`src/rtl/r2y_pkg.sv`:
```
// Shared types, constants and coefficients for the RGB to YCbCr 4:2:0 converter.
package r2y_pkg;

    // Frame size limits and field widths
    localparam int MAX_WIDTH  = 2048;
    localparam int MAX_HEIGHT = 2048;
    localparam int CFG_W      = 12;
    localparam int CFG_IDX_W  = 3;
    localparam int PIX_W      = 8;
    localparam int COL_W      = $clog2(MAX_WIDTH);
    localparam int ROW_W      = $clog2(MAX_HEIGHT);
    localparam int WDIM_W     = $clog2(MAX_WIDTH + 1);
    localparam int HDIM_W     = $clog2(MAX_HEIGHT + 1);
    localparam int DIM_MAX_W  = (WDIM_W > HDIM_W) ? WDIM_W : HDIM_W;
    localparam int CMP_W      = ((DIM_MAX_W > CFG_W) ? DIM_MAX_W : CFG_W) + 1;
    localparam int LIDX_W     = 22;
    localparam int CIDX_W     = 20;

    // Line store of horizontal chroma pair sums
    localparam int LINE_DEPTH = MAX_WIDTH / 2;
    localparam int LINE_AW    = $clog2(LINE_DEPTH);
    localparam int PAIR_W     = PIX_W + 1;
    localparam int LINE_W     = 2 * PAIR_W;

    // Queue between front and back
    localparam int FIFO_DEPTH = 4;
    localparam int FIFO_AW    = $clog2(FIFO_DEPTH);

    // Q16 BT.601 coefficients and offsets; every sum stays in [0, 2^24)
    localparam int ACC_W = 24;
    localparam logic [ACC_W-1:0] K_YR  = 24'd16843;
    localparam logic [ACC_W-1:0] K_YG  = 24'd33030;
    localparam logic [ACC_W-1:0] K_YB  = 24'd6423;
    localparam logic [ACC_W-1:0] K_CBR = 24'd9699;
    localparam logic [ACC_W-1:0] K_CBG = 24'd19071;
    localparam logic [ACC_W-1:0] K_CBB = 24'd28770;
    localparam logic [ACC_W-1:0] K_CRR = 24'd28770;
    localparam logic [ACC_W-1:0] K_CRG = 24'd24117;
    localparam logic [ACC_W-1:0] K_CRB = 24'd4653;
    localparam logic [ACC_W-1:0] OFF_Y = 24'd1048576;
    localparam logic [ACC_W-1:0] OFF_C = 24'd8388608;

    // Register reset values
    localparam logic [CFG_W-1:0] RST_IMAGE_WIDTH  = 12'd640;
    localparam logic [CFG_W-1:0] RST_IMAGE_HEIGHT = 12'd480;
    localparam logic [PIX_W-1:0] RST_CLIP_LOW     = 8'd16;
    localparam logic [PIX_W-1:0] RST_LUMA_MAX     = 8'd235;
    localparam logic [PIX_W-1:0] RST_CHROMA_MAX   = 8'd240;

    // Register indexes
    typedef enum logic [CFG_IDX_W-1:0] {
        REG_IMAGE_WIDTH  = 3'd0,
        REG_IMAGE_HEIGHT = 3'd1,
        REG_CLIP_LOW     = 3'd2,
        REG_LUMA_MAX     = 3'd3,
        REG_CHROMA_MAX   = 3'd4
    } cfg_reg_t;

    typedef struct packed {
        logic [CFG_W-1:0] image_width;
        logic [CFG_W-1:0] image_height;
        logic [PIX_W-1:0] clip_low;
        logic [PIX_W-1:0] luma_max;
        logic [PIX_W-1:0] chroma_max;
    } cfg_t;

    // Role of a pixel in its 2x2 chroma block
    typedef enum logic [1:0] {
        KIND_LEFT  = 2'd0,  // even column: becomes the left half of a pair
        KIND_STORE = 2'd1,  // odd column, even row: pair sum goes to the line
        KIND_MERGE = 2'd2   // odd column, odd row: block average goes out
    } pix_kind_t;

    typedef struct packed {
        logic [PIX_W-1:0]  red;
        logic [PIX_W-1:0]  green;
        logic [PIX_W-1:0]  blue;
        logic [COL_W-1:0]  col;
        logic [ROW_W-1:0]  row;
        logic [WDIM_W-1:0] width;
        pix_kind_t         kind;
        logic              last;
    } pix_entry_t;

endpackage

```
`src/rtl/r2y_front.sv`:
```
// Front end: accepts pixel beats, tracks raster position and classifies each pixel.
module r2y_front (
    input  logic                     clk,
    input  logic                     rst_n,
    input  r2y_pkg::cfg_t            cfg,
    input  logic                     in_valid,
    output logic                     in_ready,
    input  logic [r2y_pkg::PIX_W-1:0] red,
    input  logic [r2y_pkg::PIX_W-1:0] green,
    input  logic [r2y_pkg::PIX_W-1:0] blue,
    input  logic                     q_full,
    output logic                     q_push,
    output r2y_pkg::pix_entry_t      q_entry
);
    import r2y_pkg::*;

    logic [COL_W-1:0] col_reg, col_next;
    logic [ROW_W-1:0] row_reg, row_next;
    logic [CMP_W-1:0] w_raw, w_used;
    logic [CMP_W-1:0] h_raw, h_used;
    logic [COL_W-1:0] col;
    logic [ROW_W-1:0] row;
    logic [CMP_W-1:0] col_inc, row_inc;
    logic             last;

    // Effective frame size: width even, both clamped to [2, MAX]
    always_comb
    begin
        w_raw = CMP_W'({cfg.image_width[CFG_W-1:1], 1'b0});
        if (w_raw < CMP_W'(2))
        begin
            w_used = CMP_W'(2);
        end
        else if (w_raw > CMP_W'(MAX_WIDTH))
        begin
            w_used = CMP_W'(MAX_WIDTH);
        end
        else
        begin
            w_used = w_raw;
        end

        h_raw = CMP_W'(cfg.image_height);
        if (h_raw < CMP_W'(2))
        begin
            h_used = CMP_W'(2);
        end
        else if (h_raw > CMP_W'(MAX_HEIGHT))
        begin
            h_used = CMP_W'(MAX_HEIGHT);
        end
        else
        begin
            h_used = h_raw;
        end
    end

    // Position of this beat; counters left beyond a shrunk size restart
    always_comb
    begin
        col     = (CMP_W'(col_reg) >= w_used) ? '0 : col_reg;
        row     = (CMP_W'(row_reg) >= h_used) ? '0 : row_reg;
        col_inc = CMP_W'(col) + CMP_W'(1);
        row_inc = CMP_W'(row) + CMP_W'(1);
        last    = (col_inc == w_used) && (row_inc == h_used);

        if (col_inc >= w_used)
        begin
            col_next = '0;
            row_next = (row_inc >= h_used) ? '0 : row_inc[ROW_W-1:0];
        end
        else
        begin
            col_next = col_inc[COL_W-1:0];
            row_next = row;
        end
    end

    // Handshake into the queue
    assign in_ready = !q_full;
    assign q_push   = in_valid && in_ready;

    // Queue entry
    always_comb
    begin
        q_entry.red   = red;
        q_entry.green = green;
        q_entry.blue  = blue;
        q_entry.col   = col;
        q_entry.row   = row;
        q_entry.width = w_used[WDIM_W-1:0];
        q_entry.last  = last;
        if (!col[0])
        begin
            q_entry.kind = KIND_LEFT;
        end
        else if (!row[0])
        begin
            q_entry.kind = KIND_STORE;
        end
        else
        begin
            q_entry.kind = KIND_MERGE;
        end
    end

    // Raster counters
    always_ff @(posedge clk or negedge rst_n)
    begin
        if (!rst_n)
        begin
            col_reg <= '0;
            row_reg <= '0;
        end
        else if (q_push)
        begin
            col_reg <= col_next;
            row_reg <= row_next;
        end
    end

    // Last pixel of a frame wraps both counters to the origin
    a_frame_wrap: assert property (@(posedge clk) disable iff (!rst_n)
        q_push && q_entry.last |=> (col_reg == '0) && (row_reg == '0))
        else $error("counters did not wrap after frame end");

endmodule

```
`config.mk`:
```
export PLATFORM = sky130hd
export DESIGN_NAME = r2y_front
export DESIGN_NICKNAME = d
export VERILOG_FILES = /design/src/rtl/r2y_pkg.sv /design/src/rtl/r2y_front.sv
export SDC_FILE = /design/constraint.sdc
export NUM_CORES = 1
export LEC_CHECK = 0
export ABC_AREA = 0
export CAP_MARGIN = 30
export CELL_PAD_IN_SITES_DETAIL_PLACEMENT = 1
export CELL_PAD_IN_SITES_GLOBAL_PLACEMENT = 2
export CORE_ASPECT_RATIO = 0.5
export CORE_UTILIZATION = 38
export DETAILED_ROUTE_END_ITERATION = 16
export DONT_BUFFER_PORTS = 1
export PLACE_DENSITY = 0.87
export SLEW_MARGIN = 40
export SYNTH_ARGS = -nofsm -noshare
export SYNTH_HDL_FRONTEND = slang
export SYNTH_SLANG_ARGS = --single-unit
```
`constraint.sdc`:
```
create_clock -name clk -period 13.7 [get_ports clk]
set_clock_uncertainty 0.15 [all_clocks]
set_input_delay 2.74 -clock clk [delete_from_list [all_inputs] [get_ports clk]]
set_output_delay 2.74 -clock clk [all_outputs]
set_load 0.005 [all_outputs]
```
# Yosys cells after proc, flatten, opt, wreduce, memory -nomap -nowiden
# Cells that the tools add are included.
# Widths: inputs -> output; s select.
classes:
  n_addsub: 2
  reduce_logical: 3
  eq_ne: 2
  mux: 11
  n_lt_le_gt_ge: 8
op_table:
  columns: ["cell", "count"]
  rows:
  - ["$mux 11", 5]
  - ["$mux 12", 3]
  - ["$eq 12x13->1", 2]
  - ["$ge 11x13->1", 2]
  - ["$ge 12x13->1", 2]
  - ["$add 11x1->12 const B", 2]
  - ["$gt 12x12->1 const B", 2]
  - ["$lt 12x2->1 const B", 2]
  - ["$mux 13", 1]
  - ["$mux 2", 2]
  - ["$logic_and 1x1->1", 2]
  - ["$logic_not 1->1", 1]
word_totals:
  elab_cells: 28
  ff_bits: 22

# Depth between registers and ports, before layout
logic_depth:
  depth_word: 9
  depth_mapped: 27
  mapped_depth_nobuf: 25

# Worst setup path before layout
# No wires, ideal clock.
synth_timing:
  path_type: "input-to-output"
  from: "in cfg[28] in the netlist's numbering"
  to: "out q_entry[0] in the netlist's numbering"
  t_required_ns: 10.810
  setup_slack_ns: 3.756
  stages: 24
  path_buffers: 2
  t_arrival_ns: 7.054
  cell_sequence: "nor4_2 -> nand3_1 -> o31ai_1 -> nand2_1 -> ha_1 -> a211o_1 -> o22ai_1 -> a31oi_1 -> a22o_1 -> buf_2 -> nor2_1 -> ha_1 -> nand3_1 -> nor2_1 -> and3_1 -> nand3_1 -> xor2_1 -> nor2_1 -> ha_1 -> nand4_1 -> nor3_1 -> nand3_1 -> nor3_1 -> buf_4"
synth_rtl:
  columns: ["element", "line", "rtl"]
  rows:
  - ["from (decl)", "r2y_front.sv:5", "input r2y_pkg::cfg_t cfg,"]
  - ["to (decl)", "r2y_front.sv:13", "output r2y_pkg::pix_entry_t q_entry"]

==> run metrics <==
critical setup path kind=input pin to primary output; Area Overhead vs Synth=0.516%; post-synthesis sequential area ratio=about 17%; Slew Viols, Final=0; Slew HR=between 50% and 60%; Logic pwr share=between 50% and 60%; unrepaired setup endpoints after global routing=no; Sw Pwr=181 uW; dominant cell type by area after synthesis=dfrtp_1; Starting Density=slightly below 40%; CTS root buf=clkbuf_16; number of enable flip-flop cells after synthesis=0; Ant. Diodes=0; flop2flop setup slack=between 8000 and 9000 ps; Synth async-reset ratio=100%; Max-cap violations=0; Distinct cells, synth=59; number of global-route vias before repair=3004; Critical Path RT=10810 ps; DRC viols=0; Worst Hold Depth=1; GR Overflow Total=0; DRT Pass-1 Iters=4; first-pass GRT wire length=about 15 mm; Largest stage delay, worst path=400 ps; DIE AREA=8690 um^2; Place WS=2900 ps; sw frac=45.1%; final hold violations=0; crit path DAT=around 7900 ps; CORE AREA=8030 um^2; worst-case reg-to-reg path depth=22; Buf+Inv Stages, Crit Path=0; placed cells=between 400 and 500; Leak=1.42 nW; DR vias=a little under 3000; worst path cell trace=nor4_2 > nand3_1 > o31ai_1 > nand2_1 > ha_1 > a211o_1 > o22ai_1 > nand4b_1 > a22o_1 > nor2_1 > ha_1 > nand3_1 > nor2_1 > and3_1 > nand3_1 > xor2_1 > nor2_1 > ha_1 > nand4_1 > nor3_1 > nand3_1 > nor3_1; Setup Buffers After CTS=0; CP max FO=14; PortBufs=0; pin count of the biggest net entering global routing=23; syn_area_per_cell=roughly 7.7 um^2; crit path max-delay cell type=a22o_1; clock share of power=a little over a fifth; count leader, synth=ha_1; 1st-iter DRT viols=128; fin crit period=10810 ps; Worst Hold Class=flip-flop to flip-flop; slew of the pin with the lowest slew margin=684 ps; Final #Nets=501; final non-filler cell total=492; period utilisation layout=78.9%; synth cell count leaders=ha_1, nand2_1, nor2_1; Peak Freq=0.0925 GHz; setup TNS=0 ps; clock-pin slew on the worst setup and hold paths=70 ps; Max Root-Sink Buffers=2; overall routed net length=approximately 9.5 mm; CP top delay family=simple AND/OR/NAND/NOR gates; GPL Wtd Cong=0.847; Cell Pwr Density=126 nW/um^2; nature of the critical path endpoint=primary output; outcome=complete, no violations; Die Y=66.4 um; CTS tree=yes; H-tree depth=1; post-synth top area share=about 17%; hold path endpoint=row_reg[0]; r2r startpoint=row_reg[6]; Yosys Warn Count=0; CP startpoint kind=input pin; Setup Viol. Count Final=0; synth top area cells=dfrtp_1, ha_1, buf_4, nand2_1, and2_1; Post-CTS Resized=0; Util after Layout=39.5%; cell with the most instances on the worst path=nand3_1; CTS Buf Count=3; Die X=131 um; VDD IR max=0.0456 mV; Std-Cell Rows=23; Worst-Skew Late Latency=around 260 ps; Cells after Synth=approximately 410; syn_nets=around 530; wire length per cell=approximately 19 um; share of cells above drive strength 1=6.84%; Detail Placement HPWL=approximately 7.7 mm; sequential share of power=approximately 26%; Power Internal=roughly 220 uW; initial antenna violation count=0; dominant synthesized flop cell=dfrtp_1; fin worst setup slack=roughly 2900 ps; Routed Antenna Nets=0; Netlist Area Pre-Place=3150 um^2; reg2reg end=row_reg[6]; hold buffer count at cts=0; #FFs+latches synth=22; Worst Setup SP=cfg[28]; Total GRT Usage=22.4%; worst hold start=row_reg[0]; IO Count=139; CTS sink count=22; vias per inst=a little under 6
power groups by stage:
stage                     sequential (mW)  clock, mW  combinational, mW
after floorplan                    0.0945          0              0.172
after global placement              0.103          0              0.197
after detailed placement            0.104          0              0.212
after CTS                           0.103     0.0868              0.214
after global routing                0.107     0.0904              0.237
final                               0.103     0.0856              0.212
cells in the final DEF (no fill, tap or decap), drive strengths merged, types with 2 or more instances in the layout:
cell,count
ha,44
nand2,44
nor2,33
inv,25
o21ai,25
dfrtp,22
a21oi,21
and2,19
nand3,18
nor3,11
and3,11
xnor2,10
o211ai,9
nor2b,7
nand4,6
a22o,5
or2,5
a221o,5
a21o,4
or3,4
nand2b,4
nor4,4
a211oi,3
o221ai,3
nand3b,3
xor2,3
clkbuf,3
o31ai,2
o21a,2
a31oi,2
a22oi,2
clkinv,2
buf,2
worst max-delay path by stage:
stage	to	depth (start not counted)
after floorplan	q_entry[0]	24
after global routing	q_entry[0]	22
after global placement	q_entry[0]	22
after CTS	q_entry[0]	22
after detailed placement	q_entry[0]	22
final	q_entry[0]	22
worst reg2reg max path, delay by kind of cell, from the launching register on:
| kind | cells | cell delay [ps] |
|---|---|---|
| buffers and inverters | 1 | 250 |
| flip-flops | 1 | 460 |
| AND/OR/NAND/NOR | 10 | 1960 |
| XOR/XNOR | 1 | 190 |
| adder cells (fa/ha/maj) | 3 | 1000 |
| AO/OA/AOI/OAI | 7 | 1490 |
per-stage QoR:
stage	hold WS (ps)	power, mW	cell area [um^2]
6_report	432	0.401	3170
5_1_grt	469	0.434	3170
4_1_cts	429	0.403	3170
3_5_place_dp	413	0.317	3070
3_3_place_gp	391	0.300	3060
2_1_floorplan	352	0.267	3150
cell families after synthesis:
group,synth area share (%)
flip-flops,17.5
other,0.119
AND/OR/NAND/NOR,29.4
buffers and inverters,11.1
adder cells (fa/ha/maj),17.5
AO/OA/AOI/OAI,20.8
XOR/XNOR,3.61
area by class of cell:
cell class                      count  area [um^2]
Clock buffer                        3         75.1
Sequential cell                    22          551
Timing Repair Buffer                2         15.0
Fill cell                         981         4860
Tap cell                          112          140
Multi-Input combinational cell    325         2260
Clock inverter                      1         30.0
Inverter                           27          101
per-layer routing:
metal	up-vias	wire length (um)	global-route usage, %
li1	1387	-	-
met1	1408	4110	26.6
met2	58	4770	41.5
met3	30	382	2.75
met4	0	260	8.19
met5	-	0	0
(Power assumes the default switching activity.)
