--- src/rtl/r2y_pkg.sv ---
// Shared types, constants and coefficients for the RGB to YCbCr 4:2:0 converter.
package r2y_pkg;

    // Frame size limits and field widths
    localparam int MAX_WIDTH  = 2048;
    localparam int MAX_HEIGHT = 2048;
    localparam int CFG_W      = 12;
    localparam int CFG_IDX_W  = 3;
    localparam int PIX_W      = 8;
    localparam int COL_W      = $clog2(MAX_WIDTH);
    localparam int ROW_W      = $clog2(MAX_HEIGHT);
    localparam int WDIM_W     = $clog2(MAX_WIDTH + 1);
    localparam int HDIM_W     = $clog2(MAX_HEIGHT + 1);
    localparam int DIM_MAX_W  = (WDIM_W > HDIM_W) ? WDIM_W : HDIM_W;
    localparam int CMP_W      = ((DIM_MAX_W > CFG_W) ? DIM_MAX_W : CFG_W) + 1;
    localparam int LIDX_W     = 22;
    localparam int CIDX_W     = 20;

    // Line store of horizontal chroma pair sums
    localparam int LINE_DEPTH = MAX_WIDTH / 2;
    localparam int LINE_AW    = $clog2(LINE_DEPTH);
    localparam int PAIR_W     = PIX_W + 1;
    localparam int LINE_W     = 2 * PAIR_W;

    // Queue between front and back
    localparam int FIFO_DEPTH = 4;
    localparam int FIFO_AW    = $clog2(FIFO_DEPTH);

    // Q16 BT.601 coefficients and offsets; every sum stays in [0, 2^24)
    localparam int ACC_W = 24;
    localparam logic [ACC_W-1:0] K_YR  = 24'd16843;
    localparam logic [ACC_W-1:0] K_YG  = 24'd33030;
    localparam logic [ACC_W-1:0] K_YB  = 24'd6423;
    localparam logic [ACC_W-1:0] K_CBR = 24'd9699;
    localparam logic [ACC_W-1:0] K_CBG = 24'd19071;
    localparam logic [ACC_W-1:0] K_CBB = 24'd28770;
    localparam logic [ACC_W-1:0] K_CRR = 24'd28770;
    localparam logic [ACC_W-1:0] K_CRG = 24'd24117;
    localparam logic [ACC_W-1:0] K_CRB = 24'd4653;
    localparam logic [ACC_W-1:0] OFF_Y = 24'd1048576;
    localparam logic [ACC_W-1:0] OFF_C = 24'd8388608;

    // Register reset values
    localparam logic [CFG_W-1:0] RST_IMAGE_WIDTH  = 12'd640;
    localparam logic [CFG_W-1:0] RST_IMAGE_HEIGHT = 12'd480;
    localparam logic [PIX_W-1:0] RST_CLIP_LOW     = 8'd16;
    localparam logic [PIX_W-1:0] RST_LUMA_MAX     = 8'd235;
    localparam logic [PIX_W-1:0] RST_CHROMA_MAX   = 8'd240;

    // Register indexes
    typedef enum logic [CFG_IDX_W-1:0] {
        REG_IMAGE_WIDTH  = 3'd0,
        REG_IMAGE_HEIGHT = 3'd1,
        REG_CLIP_LOW     = 3'd2,
        REG_LUMA_MAX     = 3'd3,
        REG_CHROMA_MAX   = 3'd4
    } cfg_reg_t;

    typedef struct packed {
        logic [CFG_W-1:0] image_width;
        logic [CFG_W-1:0] image_height;
        logic [PIX_W-1:0] clip_low;
        logic [PIX_W-1:0] luma_max;
        logic [PIX_W-1:0] chroma_max;
    } cfg_t;

    // Role of a pixel in its 2x2 chroma block
    typedef enum logic [1:0] {
        KIND_LEFT  = 2'd0,  // even column: becomes the left half of a pair
        KIND_STORE = 2'd1,  // odd column, even row: pair sum goes to the line
        KIND_MERGE = 2'd2   // odd column, odd row: block average goes out
    } pix_kind_t;

    typedef struct packed {
        logic [PIX_W-1:0]  red;
        logic [PIX_W-1:0]  green;
        logic [PIX_W-1:0]  blue;
        logic [COL_W-1:0]  col;
        logic [ROW_W-1:0]  row;
        logic [WDIM_W-1:0] width;
        pix_kind_t         kind;
        logic              last;
    } pix_entry_t;

endpackage

--- src/rtl/r2y_fifo.sv ---
// Short queue of classified pixels between the front end and the back end.
module r2y_fifo (
    input  logic                clk,
    input  logic                rst_n,
    input  logic                push,
    input  r2y_pkg::pix_entry_t push_entry,
    output logic                full,
    input  logic                pop,
    output r2y_pkg::pix_entry_t pop_entry,
    output logic                empty
);
    import r2y_pkg::*;

    pix_entry_t         entry_reg [FIFO_DEPTH];
    logic [FIFO_AW-1:0] wr_ptr_reg;
    logic [FIFO_AW-1:0] rd_ptr_reg;
    logic [FIFO_AW:0]   count_reg;

    assign full      = (count_reg == (FIFO_AW + 1)'(FIFO_DEPTH));
    assign empty     = (count_reg == '0);
    assign pop_entry = entry_reg[rd_ptr_reg];

    // Storage
    always_ff @(posedge clk)
    begin
        if (push)
        begin
            entry_reg[wr_ptr_reg] <= push_entry;
        end
    end

    // Pointers and fill count
    always_ff @(posedge clk or negedge rst_n)
    begin
        if (!rst_n)
        begin
            wr_ptr_reg <= '0;
            rd_ptr_reg <= '0;
            count_reg  <= '0;
        end
        else
        begin
            if (push)
            begin
                wr_ptr_reg <= wr_ptr_reg + FIFO_AW'(1);
            end
            if (pop)
            begin
                rd_ptr_reg <= rd_ptr_reg + FIFO_AW'(1);
            end
            if (push && !pop)
            begin
                count_reg <= count_reg + (FIFO_AW + 1)'(1);
            end
            else if (pop && !push)
            begin
                count_reg <= count_reg - (FIFO_AW + 1)'(1);
            end
        end
    end

    a_count_range: assert property (@(posedge clk) disable iff (!rst_n)
        count_reg <= (FIFO_AW + 1)'(FIFO_DEPTH))
        else $error("queue fill count out of range");

    a_push_grows: assert property (@(posedge clk) disable iff (!rst_n)
        push && !pop |=> count_reg == $past(count_reg) + (FIFO_AW + 1)'(1))
        else $error("queue lost a beat on push");

endmodule

--- config.mk ---
export PLATFORM = sky130hd
export DESIGN_NAME = r2y_fifo
export DESIGN_NICKNAME = d
export VERILOG_FILES = /design/src/rtl/r2y_pkg.sv /design/src/rtl/r2y_fifo.sv
export SDC_FILE = /design/constraint.sdc
export NUM_CORES = 1
export LEC_CHECK = 0
export BUFFER_PORTS_ARGS = -buffer_cell sky130_fd_sc_hd__buf_4
export CAP_MARGIN = 10
export CORE_ASPECT_RATIO = 1.4
export CORE_MARGIN = 2
export CORE_UTILIZATION = 30
export CTS_CLUSTER_DIAMETER = 60
export DETAILED_ROUTE_END_ITERATION = 8
export MAX_ROUTING_LAYER = met4
export PLACE_DENSITY = 0.46
export SLEW_MARGIN = 40
export SYNTH_ARGS = -nofsm -noshare
export SYNTH_HDL_FRONTEND = slang
export SYNTH_SLANG_ARGS = --single-unit
--- constraint.sdc ---
create_clock -name clk -period 3.3 [get_ports clk]
set_input_delay 0.99 -clock clk [delete_from_list [all_inputs] [get_ports clk]]
set_output_delay 0.99 -clock clk [all_outputs]
set_load 0.01 [all_outputs]
# Yosys cells after proc, flatten, opt, wreduce, memory -nomap -nowiden
# Memory sizes are Yosys's and may differ from the RTL's.
# Index checks and enable logic that the tools add are counted.
# Widths: inputs -> output; s select.
# totals
reg_bits,7
ram_bits,244
inputBits,65
output_inout_bits,63
elab_cells,19
memories,1
# memory_table
name,depth,width,rd,rd_ports_with_merged_regs,wr,line,source
entry_reg,4,61,1,0,1,r2y_fifo.sv:14,pix_entry_t entry_reg [FIFO_DEPTH];
# op_classes
n_addsub,4
n_eq_ne,1
n_mux,4
n_reduce_logical,6
# ops
op,count
$mux 3,2
$add 2x1->2 const B,2
$add 3x1->3 const B,1
$eq 3x3->1 const B,1
$logic_not 3->1,1
$sub 3x1->3 const B,1
$logic_and 1x1->1,2
$logic_not 1->1,2
$mux 1,2
$reduce_bool 2->1,1

# Depth between registers and ports, before layout
# Gate-level depths: netlist of the first run.
# depth
depth_word,4
ltp_mapped,7
ltp_nobuf,7

# Worst setup path after synthesis of the first run
# Ideal clock, no wire load.
# synth_timing
path_kind,input -> register
startpoint,input port push
endpoint,"memory entry_reg[1][0] (netlist name), enable pin"
setup_time_ns,0.425
arrival_ns,2.430
required_ns,2.875
setup_slack_ns,0.445
stages,1
path_buffers,0
path_cell_list,and2_1
# synth_via
elab_chain_len,2
# synth_lines
element,line,source
start: declaration,r2y_fifo.sv:5,"input logic push,"
$mux 1,r2y_fifo.sv:26,if (push)
$mux 1 (not written as such),r2y_fifo.sv:28,entry_reg[wr_ptr_reg] <= push_entry;
end: declaration,r2y_fifo.sv:14,
# Every way passes these cells.

==> flow_summary.toml, run 1 <==
[clock_tree]
clk_pin_slew_ns = 0.06
clkSinkCount = 251
cts-root-buf = "clkbuf_16"
htreeDepth = 1
clockBufferDepth = 3
clock_latency_ns = 0.52
cts_buffers = 27
cts_setup_buffers = 0
cts_tree = "yes"
cts_hold_buffers = 0
cts_resized = 0

[grt]
grtUsageTotal = 0.118
grt-busiest-layer = "met2"
gr-usage-met1 = 0.133
antenna_found_initial = 1
use_met2 = 0.215
grt_pass1_wl_mm = 28.3
grt_util_met3 = 0.0226
grt_max_degree = 42
grt_overflow = 0
grt_pass1_vias = 4695

[drt]
postRouteAntennaNets = 0
wl_per_cell_um = 20.1
viasPerCell = 4.51
num_vias = 4126
drtPass1Iterations = 4
routed_wl_mm = 18.4
drt_iter0_markers = 206
drcViolationCount = 0

[synth]
syn_inst = 353
syn-num-nets = 424
seq_area_frac_synth = 0.809
synthTopCellsByArea = "edfxtp_1, mux4_2, dfrtp_1"
yosysTopAreaCellShare = 0.790
syn_area_um2 = 9270
ys_warn_count = 0
postSynthAreaPerCell_um2 = 26.3
yosysTopAreaCell = "edfxtp_1"
yosysUniqueCellTypes = 19
ys_seq_elements = 251

[run]
maxCapViolCount = 0

[floorplan]
dieArea_um2 = 32300
io_pins = 128
die_height_um = 212
design.core.area_um2 = 30600
initial_core_util = 0.303
std_cell_rows = 76
die_x_um = 153

[pwr]
power.switching_mw = 2.87
clockPowerShare = 0.266
total_power_mw = 10.2
power.internal_mw = 7.34
netSwitchingFraction = 0.281
irDropWorstVdd_mv = 0.381
power_leakage_nw = 3.92
comb_power_share = 0.298
power_density_nw_per_um2 = 886
p_seq_frac = 0.436

[worst_setup_path]
worstReg2RegStart = "wr_ptr_reg[0]$_DFFE_PN0P_"
worst-setup-path-type = "reg2out"
critPathMaxFanout = 39
crit_arrival_ns = 2.15
worstPathRequired_ns = 2.31
timing.rr.end = "entry_reg[0][48]$_DFFE_PP_"
r2r_cells = 4
ff2ff_setup_slack_ns = 1.57
cp-end-kind = "output port"
startpoint_type = "flip-flop"

[sta]
fin_skew_ns = 0.00516
rsz0062_at_grt = "no"
final_max_slew_viol_count = 0
period_minus_slack_ns = 3.14
setup_tns_ns = 0
relSlewSlack = 0.565
hold_viol = 0
setup_violations = 0
fmax_mhz = 318
finalCritPeriodShare = 0.953
worstMarginPinSlew_ns = 0.652

[place]
place.gp.congestion = 0.675
port_buffers = 127
hpwlAfterDp_mm = 11.4
place_inst = 865

[hold_path]
hold_class = "in2async"

[layout]
fin_cells = 915
drive_gt1_frac = 0.454
area_growth_pct = 24.4
largest_register_ffs = 244
fin_nets = 575

[run_status]
status = "complete, no violations"
cells by family (layout without fill, tap and decap cells):
group,after synthesis,after routing,synth area share
compound gates,1,1,0.000539
xor+xnor,6,6,0.00567
fa+ha+maj,6,6,0.00891
buf+inv,18,189,0.0196
flops,251,251,0.809
mux,62,62,0.151
other cells,0,1,0
simple gates,9,9,0.00526
routing by layer:
| layer | vias up | wire (um) |
|---|---|---|
| li1 | 1822 | - |
| met4 | 0 | 383 |
| met2 | 103 | 10000 |
| met3 | 25 | 892 |
| met5 | - | 0 |
| met1 | 2176 | 7110 |
final cells by class:
| class | instances | area [um2] |
|---|---|---|
| inverter | 4 | 15.0 |
| tap | 390 | 488 |
| multi-input combinational | 84 | 1600 |
| antenna | 1 | 2.50 |
| clock inverter | 11 | 70.1 |
| sequential | 251 | 7510 |
| fill | 2811 | 19100 |
| clock buffer | 38 | 737 |
| timing repair buffer | 136 | 1110 |
Yosys cell counts (all sizes together):
cell type	count
buf	14
nand2	2
mux4	61
inv	4
fa	1
and2	4
ha	5
nor3	1
o21ai	1
edfxtp	244
nor3b	1
dfrtp	7
nor2	1
xnor2	2
mux2	1
xor2	4
power by group through the flow:
| stage | Sequential [mW] | Clock (mW) | Combinational [mW] |
|---|---|---|---|
| after floorplan | 4.36 | 0 | 1.96 |
| after detailed placement | 4.54 | 0 | 3.17 |
| final | 4.45 | 2.72 | 3.04 |
| after CTS | 4.47 | 2.82 | 3.18 |
| after global routing | 4.51 | 2.94 | 3.30 |
| after global placement | 4.50 | 0 | 3.15 |
how the worst max path moves through the flow:
stage | start | endpoint | depth (start not counted)
2_1_floorplan | push | entry_reg[1][0]$_DFFE_PP_ | 1
3_3_place_gp | rd_ptr_reg[1]$_DFFE_PN0P_ | pop_entry[24] | 3
3_5_place_dp | rd_ptr_reg[1]$_DFFE_PN0P_ | pop_entry[0] | 3
4_1_cts | rd_ptr_reg[1]$_DFFE_PN0P_ | pop_entry[0] | 3
5_1_grt | rd_ptr_reg[1]$_DFFE_PN0P_ | pop_entry[0] | 3
6_report | rd_ptr_reg[1]$_DFFE_PN0P_ | pop_entry[0] | 3
layout by cell type, fill, tap and decap left out:
master,instances
clkbuf_16,27
xor2_1,4
mux4_1,3
buf_4,129
dfrtp_1,5
clkbuf_1,9
clkinv_1,3
mux4_2,58
clkbuf_8,2
fa_1,1
nand2_1,2
edfxtp_1,244
and2_4,4
mux2_2,1
nor3_1,1
clkinv_8,1
nor2_1,1
inv_6,1
dfrtp_4,2
o21ai_0,1
ha_1,5
diode_2,1
clkinv_2,5
xnor2_1,2
inv_1,4
clkinv_4,1
nor3b_1,1
buf_12,7
metrics by stage:
step | util | instance area (um2) | setup WS [ns] | hold slack [ns]
3_5_place_dp | 0.350 | 10700 | 0.651 | 0.497
3_3_place_gp | 0.350 | 10700 | 0.658 | 0.474
4_1_cts | 0.376 | 11500 | 0.0882 | 0.249
2_1_floorplan | - | 9270 | 0.445 | 0.456
5_1_grt | 0.376 | 11500 | 0.0591 | 0.249
6_report | 0.376 | 11500 | 0.156 | 0.273
worst max-delay path, stage by stage, from the launching register on:
cell	delay, ns
dfrtp_4	0.85
buf_12	0.25
mux4_2	0.34
buf_4	0.16
No activity file was read; power rests on OpenSTA's default activity.
==> run 2, diff against run 1 <==
--- a/config.mk
+++ b/config.mk
@@ -9,11 +9,11 @@
 export CAP_MARGIN = 10
 export CORE_ASPECT_RATIO = 1.4
 export CORE_MARGIN = 2
-export CORE_UTILIZATION = 30
+export CORE_UTILIZATION = 55
 export CTS_CLUSTER_DIAMETER = 60
 export DETAILED_ROUTE_END_ITERATION = 8
 export MAX_ROUTING_LAYER = met4
-export PLACE_DENSITY = 0.46
+export PLACE_DENSITY = 0.76
 export SLEW_MARGIN = 40
 export SYNTH_ARGS = -nofsm -noshare
 export SYNTH_HDL_FRONTEND = slang
==> run 2 against run 1 <==
  * Via count shrank 1.6%
  * Non-clock buffer count rose by 5
  * Global-route usage increased by 6.7 points
  * Critical endpoint is now pop_entry[31]
  * Cell count shrank 21%
  * Die area down 45%
  * Wire length is 13% lower
  * Fmax rose by 0.80%
  * Clock skew is 0.0075 ns higher
  * Sequential power is 2% lower
  * Register-to-register slack got worse by 0.10 ns
  * Critical path type unchanged
  * Flip-flop and latch count unchanged
  * Total power fell by 3.1%
==> flow_summary.toml, run 2 (same netlist as run 1, synthesis figures left out) <==
[grt]
antenna_found_initial = 0
grt_pass1_vias = 4288
gr-usage-met1 = 0.225
grt_pass1_wl_mm = 24.0
grt_overflow = 0
grt_max_degree = 39
use_met2 = 0.311
grt_util_met3 = 0.0379
grtUsageTotal = 0.185
grt-busiest-layer = "met2"

[layout]
largest_register_ffs = 244
area_growth_pct = 20.7
mostFrequentLayoutCells = "edfxtp_1, buf_4, mux4_2, clkbuf_16, clkbuf_1"
antenna_cells = 0
final_common_cell = "edfxtp_1"
drive_gt1_frac = 0.456
fin_nets = 576
design_area_um2 = 11200

[drt]
drcViolationCount = 0
viasPerCell = 5.60
wl_per_cell_um = 22.1
drt_iter0_markers = 205
drtPass1Iterations = 4
num_vias = 4059
routed_wl_mm = 16.0
postRouteAntennaNets = 0

[sta]
period_minus_slack_ns = 3.12
setup_tns_ns = 0
rsz0062_at_grt = "no"
fin_skew_ns = 0.0127
relSlewSlack = 0.596
fmax_mhz = 321
setup_violations = 0
hold_viol = 0
worstMarginPinSlew_ns = 0.607
setup_slack_ns = 0.181
final_max_slew_viol_count = 0
finalCritPeriodShare = 0.945

[worst_setup_path]
worst_path_most_repeated_cell = "buf_4"
path_buf_inv = 2
cp_cell_sequence = "buf_4, mux4_2, buf_4"
worstReg2RegStart = "wr_ptr_reg[0]$_DFFE_PN0P_"
crit_arrival_ns = 2.13
critPathMaxFanout = 14
timing.rr.end = "entry_reg[0][23]$_DFFE_PP_"
cp-end-kind = "output port"
r2r_cells = 4
cpMaxStageDelayCell = "dfrtp_4"
ff2ff_setup_slack_ns = 1.47
worst-setup-path-type = "reg2out"
cpPeakStageDelay_ns = 0.61
worstPathRequired_ns = 2.31
critPathTopFamily = "flip-flops"
startpoint_type = "flip-flop"

[hold_path]
hold_class = "in2async"

[place]
place.gp.congestion = 0.718
port_buffers = 127
placed_area_um2 = 10500
dp_slack_ns = 0.512
hpwlAfterDp_mm = 10.0

[clock_tree]
clk_pin_slew_ns = 0.06
clock_latency_ns = 0.50
cts_tree = "yes"
htreeDepth = 1
cts-root-buf = "clkbuf_16"
clkSinkCount = 251
clockBufferDepth = 3
cts_resized = 0
cts_buffers = 23

[run]
maxCapViolCount = 0

[pwr]
irDropWorstVdd_mv = 0.568
total_power_mw = 9.90
power_leakage_nw = 3.88
power_density_nw_per_um2 = 885

[floorplan]
io_pins = 128
std_cell_rows = 56
die_height_um = 158
dieArea_um2 = 17900
die_x_um = 114
design.core.area_um2 = 16600
initial_core_util = 0.558

[run_status]
status = "complete, no violations"
## run 2: cell type report
class	instances	area [um2]
clock inverter	13	98.8
fill	1017	5420
tap	203	254
timing repair buffer	141	1120
multi-input combinational	84	1600
sequential	251	7510
clock buffer	29	598
inverter	4	15.0
## run 2: how the worst max path moves through the flow
stage | to | depth (start not counted) | slack (ns) | start
after floorplan | entry_reg[1][0]$_DFFE_PP_ | 1 | 0.45 | push
after global placement | pop_entry[31] | 3 | 0.53 | rd_ptr_reg[0]$_DFFE_PN0P_
after detailed placement | pop_entry[31] | 3 | 0.51 | rd_ptr_reg[0]$_DFFE_PN0P_
after CTS | pop_entry[31] | 3 | 0.14 | rd_ptr_reg[0]$_DFFE_PN0P_
after global routing | pop_entry[31] | 3 | 0.09 | rd_ptr_reg[0]$_DFFE_PN0P_
final | pop_entry[31] | 3 | 0.18 | rd_ptr_reg[0]$_DFFE_PN0P_
## run 2: power by group
group / internal (mW) / total (mW) / switching (mW)
Sequential: 4.17 / 4.37 / 0.201
Clock: 1.37 / 2.45 / 1.08
Combinational: 1.61 / 3.07 / 1.46
## run 2: stage by stage
stage	cells	hold WS, ns	util
CTS	725	0.264	0.674
global route	725	0.272	0.674
floorplan	353	0.456	-
global placement	682	0.473	0.630
finish	725	0.284	0.674
detailed placement	682	0.506	0.630
## run 2: routing by layer
metal  up-vias  routed length (um)
met5         -                   0
met4         0                 512
met3        32                 877
met2       114                8480
met1      2108                6140
li1       1805                   -
## run 2: what timing repair did
item | CTS | global route
buffers inserted | 1 | 0
endpoints found under the setup margin | 5 | 0
hold buffers | 0 | 0
